<file path="src/hdl/pnvd_pkg.sv">
// Package for the page-number value decoder: widths, style codes, character
// codes, the item and result structs and the roman letter weighting function.
// Depends on nothing; every other file of the block uses it.
package pnvd_pkg;

  localparam int SLOT_W  = 3;
  localparam int CHAR_W  = 8;
  localparam int STYLE_W = 3;
  localparam int VALUE_W = 32;
  localparam int TABLE_W = 24;
  localparam int ROMAN_W = 10;

  localparam logic [TABLE_W-1:0] STYLE_TABLE_RESET = 24'd17500;

  // Style codes held in the slot table; other codes behave as none.
  localparam logic [STYLE_W-1:0] STYLE_NONE    = 3'd0;
  localparam logic [STYLE_W-1:0] STYLE_LOWER   = 3'd1;
  localparam logic [STYLE_W-1:0] STYLE_UPPER   = 3'd2;
  localparam logic [STYLE_W-1:0] STYLE_DECIMAL = 3'd3;
  localparam logic [STYLE_W-1:0] STYLE_ROMAN   = 3'd4;

  // Character codes.
  localparam logic [CHAR_W-1:0] CH_NUL   = 8'h00;
  localparam logic [CHAR_W-1:0] CH_TAB   = 8'h09;
  localparam logic [CHAR_W-1:0] CH_CR    = 8'h0D;
  localparam logic [CHAR_W-1:0] CH_SPACE = 8'h20;
  localparam logic [CHAR_W-1:0] CH_PLUS  = 8'h2B;
  localparam logic [CHAR_W-1:0] CH_MINUS = 8'h2D;
  localparam logic [CHAR_W-1:0] CH_ZERO  = 8'h30;
  localparam logic [CHAR_W-1:0] CH_NINE  = 8'h39;
  localparam logic [CHAR_W-1:0] CH_UP_A  = 8'h41;
  localparam logic [CHAR_W-1:0] CH_UP_Z  = 8'h5A;
  localparam logic [CHAR_W-1:0] CH_I     = 8'h69;
  localparam logic [CHAR_W-1:0] CH_V     = 8'h76;
  localparam logic [CHAR_W-1:0] CH_X     = 8'h78;
  localparam logic [CHAR_W-1:0] CH_L     = 8'h6C;
  localparam logic [CHAR_W-1:0] CH_C     = 8'h63;
  localparam logic [CHAR_W-1:0] CH_D     = 8'h64;
  localparam logic [CHAR_W-1:0] CH_M     = 8'h6D;

  localparam logic [CHAR_W-1:0]  CASE_OFFSET  = 8'h20;
  localparam logic [VALUE_W-1:0] LOWER_OFFSET = 32'd96;
  localparam logic [VALUE_W-1:0] UPPER_OFFSET = 32'd64;
  localparam logic [VALUE_W-1:0] POS_MAX      = 32'h7FFF_FFFF;
  localparam logic [VALUE_W-1:0] MAG_LIMIT    = 32'h8000_0000;

  typedef enum logic [1:0] {
    DP_BLANKS = 2'd0,
    DP_DIGITS = 2'd1,
    DP_DONE   = 2'd2,
    DP_ENDED  = 2'd3
  } dec_phase_t;

  typedef struct packed {
    logic [SLOT_W-1:0] style_slot;
    logic [CHAR_W-1:0] char_code;
    logic              last_char;
  } item_t;

  typedef struct packed {
    logic signed [VALUE_W-1:0] page_value;
    logic                      saturated;
  } result_t;

  function automatic logic [CHAR_W-1:0] fold(input logic [CHAR_W-1:0] c);
    fold = (c >= CH_UP_A && c <= CH_UP_Z) ? c + CASE_OFFSET : c;
  endfunction

  // Weight of letter c given the letter p before it; both already folded.
  function automatic logic [ROMAN_W-1:0] roman_amount(input logic [CHAR_W-1:0] c,
                                                      input logic [CHAR_W-1:0] p,
                                                      input logic first);
    logic p_xlcdm;
    logic p_cdm;
    p_cdm   = (p == CH_C) || (p == CH_D) || (p == CH_M);
    p_xlcdm = p_cdm || (p == CH_X) || (p == CH_L);
    case (c)
      CH_I: roman_amount = 10'd1;
      CH_V: roman_amount = first ? 10'd5 :
                           (p == CH_I) ? 10'd3 : (p_xlcdm ? 10'd5 : 10'd0);
      CH_X: roman_amount = first ? 10'd10 :
                           (p == CH_I) ? 10'd8 : (p_xlcdm ? 10'd10 : 10'd0);
      CH_L: roman_amount = first ? 10'd50 :
                           (p == CH_X) ? 10'd30 : (p_cdm ? 10'd50 : 10'd0);
      CH_C: roman_amount = first ? 10'd100 :
                           (p == CH_X) ? 10'd80 : (p_cdm ? 10'd100 : 10'd0);
      CH_D: roman_amount = first ? 10'd500 :
                           (p == CH_C) ? 10'd300 : ((p == CH_M) ? 10'd500 : 10'd0);
      CH_M: roman_amount = first ? 10'd1000 :
                           (p == CH_C) ? 10'd800 : ((p == CH_M) ? 10'd1000 : 10'd0);
      default: roman_amount = 10'd0;
    endcase
  endfunction

endpackage

</file>
<file path="src/hdl/pnvd_ifs.sv">
// Channel interfaces of the page-number value decoder: the character
// channel and the page value channel, each with source and sink modports.
// Depends on pnvd_pkg for the field widths.
interface pnvd_char_if;
  logic                          valid;
  logic                          ready;
  logic [pnvd_pkg::SLOT_W-1:0]   style_slot;
  logic [pnvd_pkg::CHAR_W-1:0]   char_code;
  logic                          last_char;

  modport source (output valid, style_slot, char_code, last_char, input ready);
  modport sink   (input valid, style_slot, char_code, last_char, output ready);
endinterface

interface pnvd_page_if;
  logic                                 valid;
  logic                                 ready;
  logic signed [pnvd_pkg::VALUE_W-1:0]  page_value;
  logic                                 saturated;

  modport source (output valid, page_value, saturated, input ready);
  modport sink   (input valid, page_value, saturated, output ready);
endinterface

</file>
<file path="src/hdl/pnvd_in_stage.sv">
// Input register of the page-number value decoder: takes one character
// transfer and holds it until the decode stage consumes it.
// Depends on pnvd_pkg and the pnvd_char_if interface.
module pnvd_in_stage (
  input  logic                 clk,
  input  logic                 rst,
  pnvd_char_if.sink            chars,
  input  logic                 advance,
  output logic                 item_valid,
  output pnvd_pkg::item_t      item
);
  import pnvd_pkg::*;

  // Free when empty or when the held character leaves in this cycle.
  assign chars.ready = !item_valid || advance;

  always_ff @(posedge clk) begin
    if (rst) begin
      item_valid <= 1'b0;
    end else if (chars.ready) begin
      item_valid <= chars.valid;
    end
    if (chars.valid && chars.ready) begin
      item.style_slot <= chars.style_slot;
      item.char_code  <= chars.char_code;
      item.last_char  <= chars.last_char;
    end
  end

endmodule

</file>
<file path="src/hdl/pnvd_decode.sv">
// String state and per-character update of the page-number value decoder.
// Works out the next state and, on the last character, the page value.
// Depends on pnvd_pkg.
module pnvd_decode (
  input  logic                           clk,
  input  logic                           rst,
  input  logic [pnvd_pkg::TABLE_W-1:0]   style_table,
  input  logic                           advance,
  input  pnvd_pkg::item_t                item,
  output pnvd_pkg::result_t              result
);
  import pnvd_pkg::*;

  logic [VALUE_W-1:0] accumulator, accumulator_next;
  logic [CHAR_W-1:0]  previous_char, previous_char_next;
  logic               at_string_start;
  logic [STYLE_W-1:0] latched_style;
  dec_phase_t         decimal_phase, decimal_phase_next;
  logic               decimal_negative, decimal_negative_next;
  logic               overflow_seen, overflow_seen_next;

  logic [7:0][STYLE_W-1:0] slots;
  logic [STYLE_W-1:0]      style;
  logic [CHAR_W-1:0]       c;
  logic                    is_digit;
  logic                    is_blank;
  logic [35:0]             dec_sum;
  logic [VALUE_W-1:0]      dec_acc;
  logic                    dec_ovf;
  logic [VALUE_W:0]        rom_sum;

  assign slots = style_table;
  assign style = at_string_start ? slots[item.style_slot] : latched_style;
  assign c     = item.char_code;

  assign is_digit = (c >= CH_ZERO) && (c <= CH_NINE);
  assign is_blank = (c == CH_SPACE) || ((c >= CH_TAB) && (c <= CH_CR));

  // Times ten plus digit, saturated at the magnitude limit.
  assign dec_sum = {1'b0, accumulator, 3'b000} + {3'b000, accumulator, 1'b0}
                   + {32'd0, c[3:0]};
  assign dec_ovf = dec_sum > {4'd0, MAG_LIMIT};
  assign dec_acc = dec_ovf ? MAG_LIMIT : dec_sum[VALUE_W-1:0];

  assign rom_sum = {1'b0, accumulator}
                   + {{(VALUE_W+1-ROMAN_W){1'b0}},
                      roman_amount(fold(c), fold(previous_char), at_string_start)};

  always_comb begin
    accumulator_next      = accumulator;
    previous_char_next    = previous_char;
    decimal_phase_next    = decimal_phase;
    decimal_negative_next = decimal_negative;
    overflow_seen_next    = overflow_seen;
    if (decimal_phase != DP_ENDED) begin
      case (style)
        STYLE_LOWER: begin
          if (at_string_start) accumulator_next = {24'd0, c} - LOWER_OFFSET;
        end
        STYLE_UPPER: begin
          if (at_string_start) accumulator_next = {24'd0, c} - UPPER_OFFSET;
        end
        STYLE_DECIMAL: begin
          case (decimal_phase)
            DP_BLANKS: begin
              if (is_blank) begin
                decimal_phase_next = DP_BLANKS;
              end else if (c == CH_PLUS) begin
                decimal_phase_next = DP_DIGITS;
              end else if (c == CH_MINUS) begin
                decimal_negative_next = 1'b1;
                decimal_phase_next    = DP_DIGITS;
              end else if (is_digit) begin
                accumulator_next   = dec_acc;
                overflow_seen_next = overflow_seen || dec_ovf;
                decimal_phase_next = DP_DIGITS;
              end else begin
                decimal_phase_next = DP_DONE;
              end
            end
            DP_DIGITS: begin
              if (is_digit) begin
                accumulator_next   = dec_acc;
                overflow_seen_next = overflow_seen || dec_ovf;
              end else begin
                decimal_phase_next = DP_DONE;
              end
            end
            default: begin
              decimal_phase_next = decimal_phase;
            end
          endcase
        end
        STYLE_ROMAN: begin
          if (rom_sum > {1'b0, POS_MAX}) begin
            accumulator_next   = POS_MAX;
            overflow_seen_next = 1'b1;
          end else begin
            accumulator_next = rom_sum[VALUE_W-1:0];
          end
        end
        default: begin
          accumulator_next = accumulator;
        end
      endcase
      previous_char_next = c;
      if (c == CH_NUL) decimal_phase_next = DP_ENDED;
    end
  end

  always_comb begin
    result.page_value = '0;
    result.saturated  = 1'b0;
    case (style)
      STYLE_LOWER, STYLE_UPPER: begin
        result.page_value = accumulator_next;
      end
      STYLE_DECIMAL: begin
        if (decimal_negative_next) begin
          if (overflow_seen_next) begin
            result.page_value = MAG_LIMIT;
            result.saturated  = 1'b1;
          end else begin
            result.page_value = '0 - accumulator_next;
          end
        end else if (overflow_seen_next || accumulator_next[VALUE_W-1]) begin
          result.page_value = POS_MAX;
          result.saturated  = 1'b1;
        end else begin
          result.page_value = accumulator_next;
        end
      end
      STYLE_ROMAN: begin
        result.page_value = accumulator_next;
        result.saturated  = overflow_seen_next;
      end
      default: begin
        result.page_value = '0;
      end
    endcase
  end

  always_ff @(posedge clk) begin
    if (rst || (advance && item.last_char)) begin
      accumulator      <= '0;
      previous_char    <= CH_NUL;
      at_string_start  <= 1'b1;
      latched_style    <= STYLE_NONE;
      decimal_phase    <= DP_BLANKS;
      decimal_negative <= 1'b0;
      overflow_seen    <= 1'b0;
    end else if (advance) begin
      accumulator      <= accumulator_next;
      previous_char    <= previous_char_next;
      at_string_start  <= 1'b0;
      latched_style    <= style;
      decimal_phase    <= decimal_phase_next;
      decimal_negative <= decimal_negative_next;
      overflow_seen    <= overflow_seen_next;
    end
  end

endmodule

</file>
<file path="src/hdl/pnvd_out_stage.sv">
// Result register of the page-number value decoder: holds one page value
// until the sink takes it.
// Depends on pnvd_pkg and the pnvd_page_if interface.
module pnvd_out_stage (
  input  logic                 clk,
  input  logic                 rst,
  input  logic                 load,
  input  pnvd_pkg::result_t    result,
  pnvd_page_if.source          pages
);
  import pnvd_pkg::*;

  always_ff @(posedge clk) begin
    if (rst) begin
      pages.valid <= 1'b0;
    end else if (load) begin
      pages.valid <= 1'b1;
    end else if (pages.ready) begin
      pages.valid <= 1'b0;
    end
    if (load) begin
      pages.page_value <= result.page_value;
      pages.saturated  <= result.saturated;
    end
  end

endmodule

</file>
<file path="src/hdl/page_number_value_decoder.sv">
// Top level of the page-number value decoder: style table register, input
// register, decode stage and result register.
// Depends on pnvd_pkg, pnvd_ifs, pnvd_in_stage, pnvd_decode, pnvd_out_stage.
//
//   Channel   Direction  Carries                               Transfer when
//   chars     in         style_slot, char_code, last_char      valid && ready
//   pages     out        page_value, saturated                 valid && ready
//   cfg       in         style_table (24 bits)                 cfg_we
//
// One character per cycle is taken in while no last character waits in the
// input register for the result register. A character is folded into the
// string state as it leaves the input register; on the last character the
// page value lands in the result register at that same edge, which needs
// that register free or emptied in that cycle. rst is synchronous and
// clears the string state, both valid flags and the style table (to 17500).
// While a page value waits unread, further characters of the next string are
// still consumed; only a second last character waits in the input register.
module page_number_value_decoder (
  input  logic                           clk,
  input  logic                           rst,
  input  logic                           cfg_we,
  input  logic [pnvd_pkg::TABLE_W-1:0]   cfg_wdata,
  pnvd_char_if.sink                      chars,
  pnvd_page_if.source                    pages
);
  import pnvd_pkg::*;

  logic [TABLE_W-1:0] style_table;
  logic               item_valid;
  item_t              item;
  result_t            result;
  logic               advance;

  // The user must rewrite the table only while no string is in flight; the block itself does not enforce this.
  always_ff @(posedge clk) begin
    if (rst) begin
      style_table <= STYLE_TABLE_RESET;
    end else if (cfg_we) begin
      style_table <= cfg_wdata;
    end
  end

  // A character that ends a string needs the result register to be free,
  // or to be emptied in this same cycle; any other character always moves on.
  assign advance = item_valid && (!item.last_char || !pages.valid || pages.ready);

  pnvd_in_stage u_in (
    .clk        (clk),
    .rst        (rst),
    .chars      (chars),
    .advance    (advance),
    .item_valid (item_valid),
    .item       (item)
  );

  pnvd_decode u_dec (
    .clk         (clk),
    .rst         (rst),
    .style_table (style_table),
    .advance     (advance),
    .item        (item),
    .result      (result)
  );

  pnvd_out_stage u_out (
    .clk    (clk),
    .rst    (rst),
    .load   (advance && item.last_char),
    .result (result),
    .pages  (pages)
  );

endmodule

</file>
<file path="src/flat_wrapper.sv">
// flat-port wrapper written by rule: the top's interface ports become plain ports
module page_number_value_decoder_flat import pnvd_pkg::*;
  (clk, rst, cfg_we, cfg_wdata, chars_valid, chars_style_slot, chars_char_code, chars_last_char, chars_ready, pages_valid, pages_page_value, pages_saturated, pages_ready);
  pnvd_char_if chars_i ();
  pnvd_page_if pages_i ();
  input  logic clk;
  input  logic rst;
  input  logic cfg_we;
  input  logic [pnvd_pkg::TABLE_W-1:0] cfg_wdata;
  input wire logic [$bits(chars_i.valid)-1:0] chars_valid;
  input wire logic [$bits(chars_i.style_slot)-1:0] chars_style_slot;
  input wire logic [$bits(chars_i.char_code)-1:0] chars_char_code;
  input wire logic [$bits(chars_i.last_char)-1:0] chars_last_char;
  output wire logic [$bits(chars_i.ready)-1:0] chars_ready;
  output wire logic [$bits(pages_i.valid)-1:0] pages_valid;
  output wire logic [$bits(pages_i.page_value)-1:0] pages_page_value;
  output wire logic [$bits(pages_i.saturated)-1:0] pages_saturated;
  input wire logic [$bits(pages_i.ready)-1:0] pages_ready;
  assign chars_i.valid = chars_valid;
  assign chars_i.style_slot = chars_style_slot;
  assign chars_i.char_code = chars_char_code;
  assign chars_i.last_char = chars_last_char;
  assign chars_ready = chars_i.ready;
  assign pages_valid = pages_i.valid;
  assign pages_page_value = pages_i.page_value;
  assign pages_saturated = pages_i.saturated;
  assign pages_i.ready = pages_ready;
  page_number_value_decoder u_core (.clk(clk), .rst(rst), .cfg_we(cfg_we), .cfg_wdata(cfg_wdata), .chars(chars_i), .pages(pages_i));
endmodule
</file>
<file path="config.mk">
export PLATFORM = sky130hd
export DESIGN_NAME = page_number_value_decoder_flat
export DESIGN_NICKNAME = d
export VERILOG_FILES = /design/src/hdl/pnvd_pkg.sv /design/src/hdl/pnvd_ifs.sv /design/src/hdl/pnvd_in_stage.sv /design/src/hdl/pnvd_decode.sv /design/src/hdl/pnvd_out_stage.sv /design/src/hdl/page_number_value_decoder.sv /design/src/flat_wrapper.sv
export SDC_FILE = /design/constraint.sdc
export NUM_CORES = 1
export LEC_CHECK = 0
export ABC_AREA = 0
export BUFFER_PORTS_ARGS = -buffer_cell sky130_fd_sc_hd__clkbuf_2
export CAP_MARGIN = 10
export CORE_MARGIN = 1
export CORE_UTILIZATION = 40
export DETAILED_ROUTE_END_ITERATION = 10
export GPL_ROUTABILITY_DRIVEN = 0
export PLACE_DENSITY = 0.65
export REMOVE_ABC_BUFFERS = 1
export SLEW_MARGIN = 20
export SYNTH_ARGS = -nofsm -noshare
export SYNTH_HDL_FRONTEND = slang
export SYNTH_SLANG_ARGS = --single-unit
</file>
<file path="constraint.sdc">
create_clock -name clk -period 14 [get_ports clk]
set_input_delay 1.4 -clock clk [delete_from_list [all_inputs] [get_ports clk]]
set_output_delay 1.4 -clock clk [all_outputs]
set_load 0.02 [all_outputs]
</file>
==> impl_metrics.env <==
export IMPL_worstMarginPinSlew_ns=0.9870
export IMPL_path_max_fanout=14
export IMPL_syn_cell_area_um2=12240
export IMPL_vias_per_cell=6.436
export IMPL_routed_wl_mm=41.71
export IMPL_cp_common_cell="a21oi_1"
export IMPL_rsz0062_at_grt="no"
export IMPL_yosysWarnings=0
export IMPL_num_io_pins=76
export IMPL_diodes=0
export IMPL_cts_tree="yes"
export IMPL_max_clock_freq_mhz=128.8
export IMPL_irDropWorstVdd_mv=0.09383
export IMPL_fillerInstances=2957
export IMPL_status="complete, no violations"
export IMPL_multiInputGateArea_um2=8902
export IMPL_hold_ws_ns=0.4528
export IMPL_synth_top_cell_area_share_pct=12.11
export IMPL_critical_path_class="reg2reg"
export IMPL_place_hpwl_mm=30.75
export IMPL_setup_tns_ns=0
export IMPL_synth_top_area_cell="dfxtp_1"
export IMPL_root_buffer="clkbuf_16"
export IMPL_drtIter0Drc=1555
export IMPL_cp_required_ns=14.30
export IMPL_min_period_over_period_pct=55.44
export IMPL_async_flop_share_pct=0
export IMPL_grt_ovfl_total=0
export IMPL_layout_common_cells="nor2_1, a21oi_1, nand2_1, o21ai_0, ha_1"
export IMPL_vias=13116
export IMPL_cts_resized=0
export IMPL_core_area_um2=29870
export IMPL_post_synth_cell_area_avg_um2=7.578
export IMPL_grt_use_total_pct=26.47
export IMPL_start_kind="register"
export IMPL_syn_to_final_growth_pct=9.712
export IMPL_cts_buffer_depth=2
export IMPL_chipWidth_um=176.9
export IMPL_io_buffers=75
export IMPL_maxCapViolCount=0
export IMPL_drt_pass1_iterations=6
export IMPL_grt_max_degree=49
export IMPL_yosysUniqueCellTypes=107
export IMPL_hold_viol_final=0
export IMPL_ant_nets=0
export IMPL_netlist_instances=1615
export IMPL_cts_hold_buffers=0
export IMPL_rr_worst_depth=28
export IMPL_layout_commonest_cell="nor2_1"
export IMPL_period_minus_slack_ns=7.762
export IMPL_hold_class="reg2reg"
export IMPL_finalInstanceArea_um2=13430
export IMPL_synth_edf_count=45
export IMPL_synthFlopType="dfxtp_1"
export IMPL_crit_path_end_kind="register"
export IMPL_clk_insertion_delay_late_ns=0.44
export IMPL_layout_drive_gt1_share_pct=11.29
export IMPL_worstPathArrival_ns=8.06
export IMPL_antenna_found_initial=0
export IMPL_numClockSinks=119
export IMPL_relSlewSlack_pct=33.96
export IMPL_nNetsFinal=1758
export IMPL_yosys_top_cells_area="dfxtp_1, edfxtp_1, ha_1, a21oi_1, nor2_1"
export IMPL_drcViolationCount=0
export IMPL_rows=63
export IMPL_wl_per_cell_um=20.47
export IMPL_p_leak_nw=5.388
export IMPL_crit_path_top_delay_cell="or4b_1"
export IMPL_post_route_util_pct=44.94
export IMPL_min_path_cells=2
export IMPL_cts_made_buffers=17
export IMPL_post_cts_setup_buffers=0
export IMPL_dieHeight_um=176.9
export IMPL_ys_ff_latch=119
export IMPL_slowest_delay_ns=0.74
export IMPL_die_area_um2=31300
export IMPL_path_clk_slew_ns=0.06
export IMPL_setup_violations=0
export IMPL_seq_area_frac_synth_pct=23.15
export IMPL_grt_first_pass_wirelength_mm=65.27
export IMPL_start_util_pct=40.96
export IMPL_maxSlewViolCount=0
export IMPL_power_density_nw_per_um2=104.5
export IMPL_worst_clock_skew_ns=0.01492
export IMPL_htreeDepth=4
export IMPL_place_area_um2=12820
export IMPL_grt_pass1_vias=12192
export IMPL_ff_latch_area_um2=2833
==> final timing paths <==
| check | start | end | slack, ns |
|---|---|---|---|
| worst max-delay path | u_core.u_in.item[1]$_DFFE_PP_ | u_core.u_out.pages.page_value[30]$_DFFE_PP_ | 6.24 |
| worst min-delay path | u_core.u_dec.latched_style[2]$_SDFFE_PP0P_ | u_core.u_dec.latched_style[2]$_SDFFE_PP0P_ | 0.45 |
| worst max register to register | u_core.u_in.item[1]$_DFFE_PP_ | u_core.u_out.pages.page_value[30]$_DFFE_PP_ | 6.24 |
| worst min register to register | u_core.u_dec.latched_style[2]$_SDFFE_PP0P_ | u_core.u_dec.latched_style[2]$_SDFFE_PP0P_ | 0.45 |
==> Yosys cell counts, types with 27 or more instances <==
| cell type | number |
|---|---|
| edfxtp_1 | 45 |
| dfxtp_1 | 74 |
| nand2_1 | 172 |
| a21o_1 | 31 |
| clkbuf_1 | 54 |
| nor2_1 | 191 |
| a31oi_1 | 27 |
| a21oi_1 | 174 |
| o21ai_0 | 101 |
| mux2i_1 | 40 |
| nand3_1 | 41 |
| inv_1 | 32 |
| ha_1 | 79 |
| nor3_1 | 44 |
==> flip-flops by register name (all words and copies together), names as in the netlist, 2 cells and up <==
register and count:
u_core.u_dec.accumulator 32, u_core.u_out.pages.page_value 32, u_core.style_table 24, u_core.u_in.item 12
u_core.u_dec.previous_char 8, u_core.u_dec.latched_style 3, u_core.u_dec.decimal_phase 2
==> metrics by stage <==
step	std cells	power [mW]	worst slack [ns]
2_1_floorplan	1525	0.7868	7.654
3_3_place_gp	2006	0.9312	6.674
3_5_place_dp	2006	0.9385	6.398
4_1_cts	2038	1.389	6.326
5_1_grt	2038	1.469	5.647
6_report	2038	1.403	6.238
==> critical path: cells and delay by family, from the launching register on <==
kind                       cells  cell delay, ns
DFF                            1            0.60
adders and majority gates      2            0.57
and+or+nand+nor               13            3.74
AOI/OAI and AO/OA             13            2.72
==> logic make-up after synthesis <==
| group | Yosys count | synth area share, % |
|---|---|---|
| and+or+nand+nor | 640 | 26.08 |
| AOI/OAI and AO/OA | 569 | 30.90 |
| buffers and inverters | 122 | 4.263 |
| DFF | 119 | 23.15 |
| adders and majority gates | 84 | 8.731 |
| muxes | 49 | 4.590 |
| xor gates and xnor gates | 32 | 2.290 |
==> area by class of cell <==
class | count | area share [%]
inverters | 32 | 0.8946
flip-flops and latches | 119 | 21.10
clock buffers | 19 | 3.224
repair buffers | 91 | 3.690
multi-input cells | 1374 | 66.30
well taps | 390 | 3.634
clock inverters | 13 | 1.156
==> routing by layer <==
layer	wire length (um)	up-vias	track usage, %
met4	1916	0	13.18
met2	18810	690	42.37
met5	0	-	0
met3	3511	167	5.348
met1	17470	6121	33.71
li1	-	6138	-
==> where the power goes <==
part	switching (mW)	leakage, nW	internal (mW)
Combinational	0.354	4.07	0.185
Sequential	0.0291	1.03	0.384
Clock	0.172	0.287	0.279
Total	0.554	5.39	0.848
(Power assumes the default switching activity.)
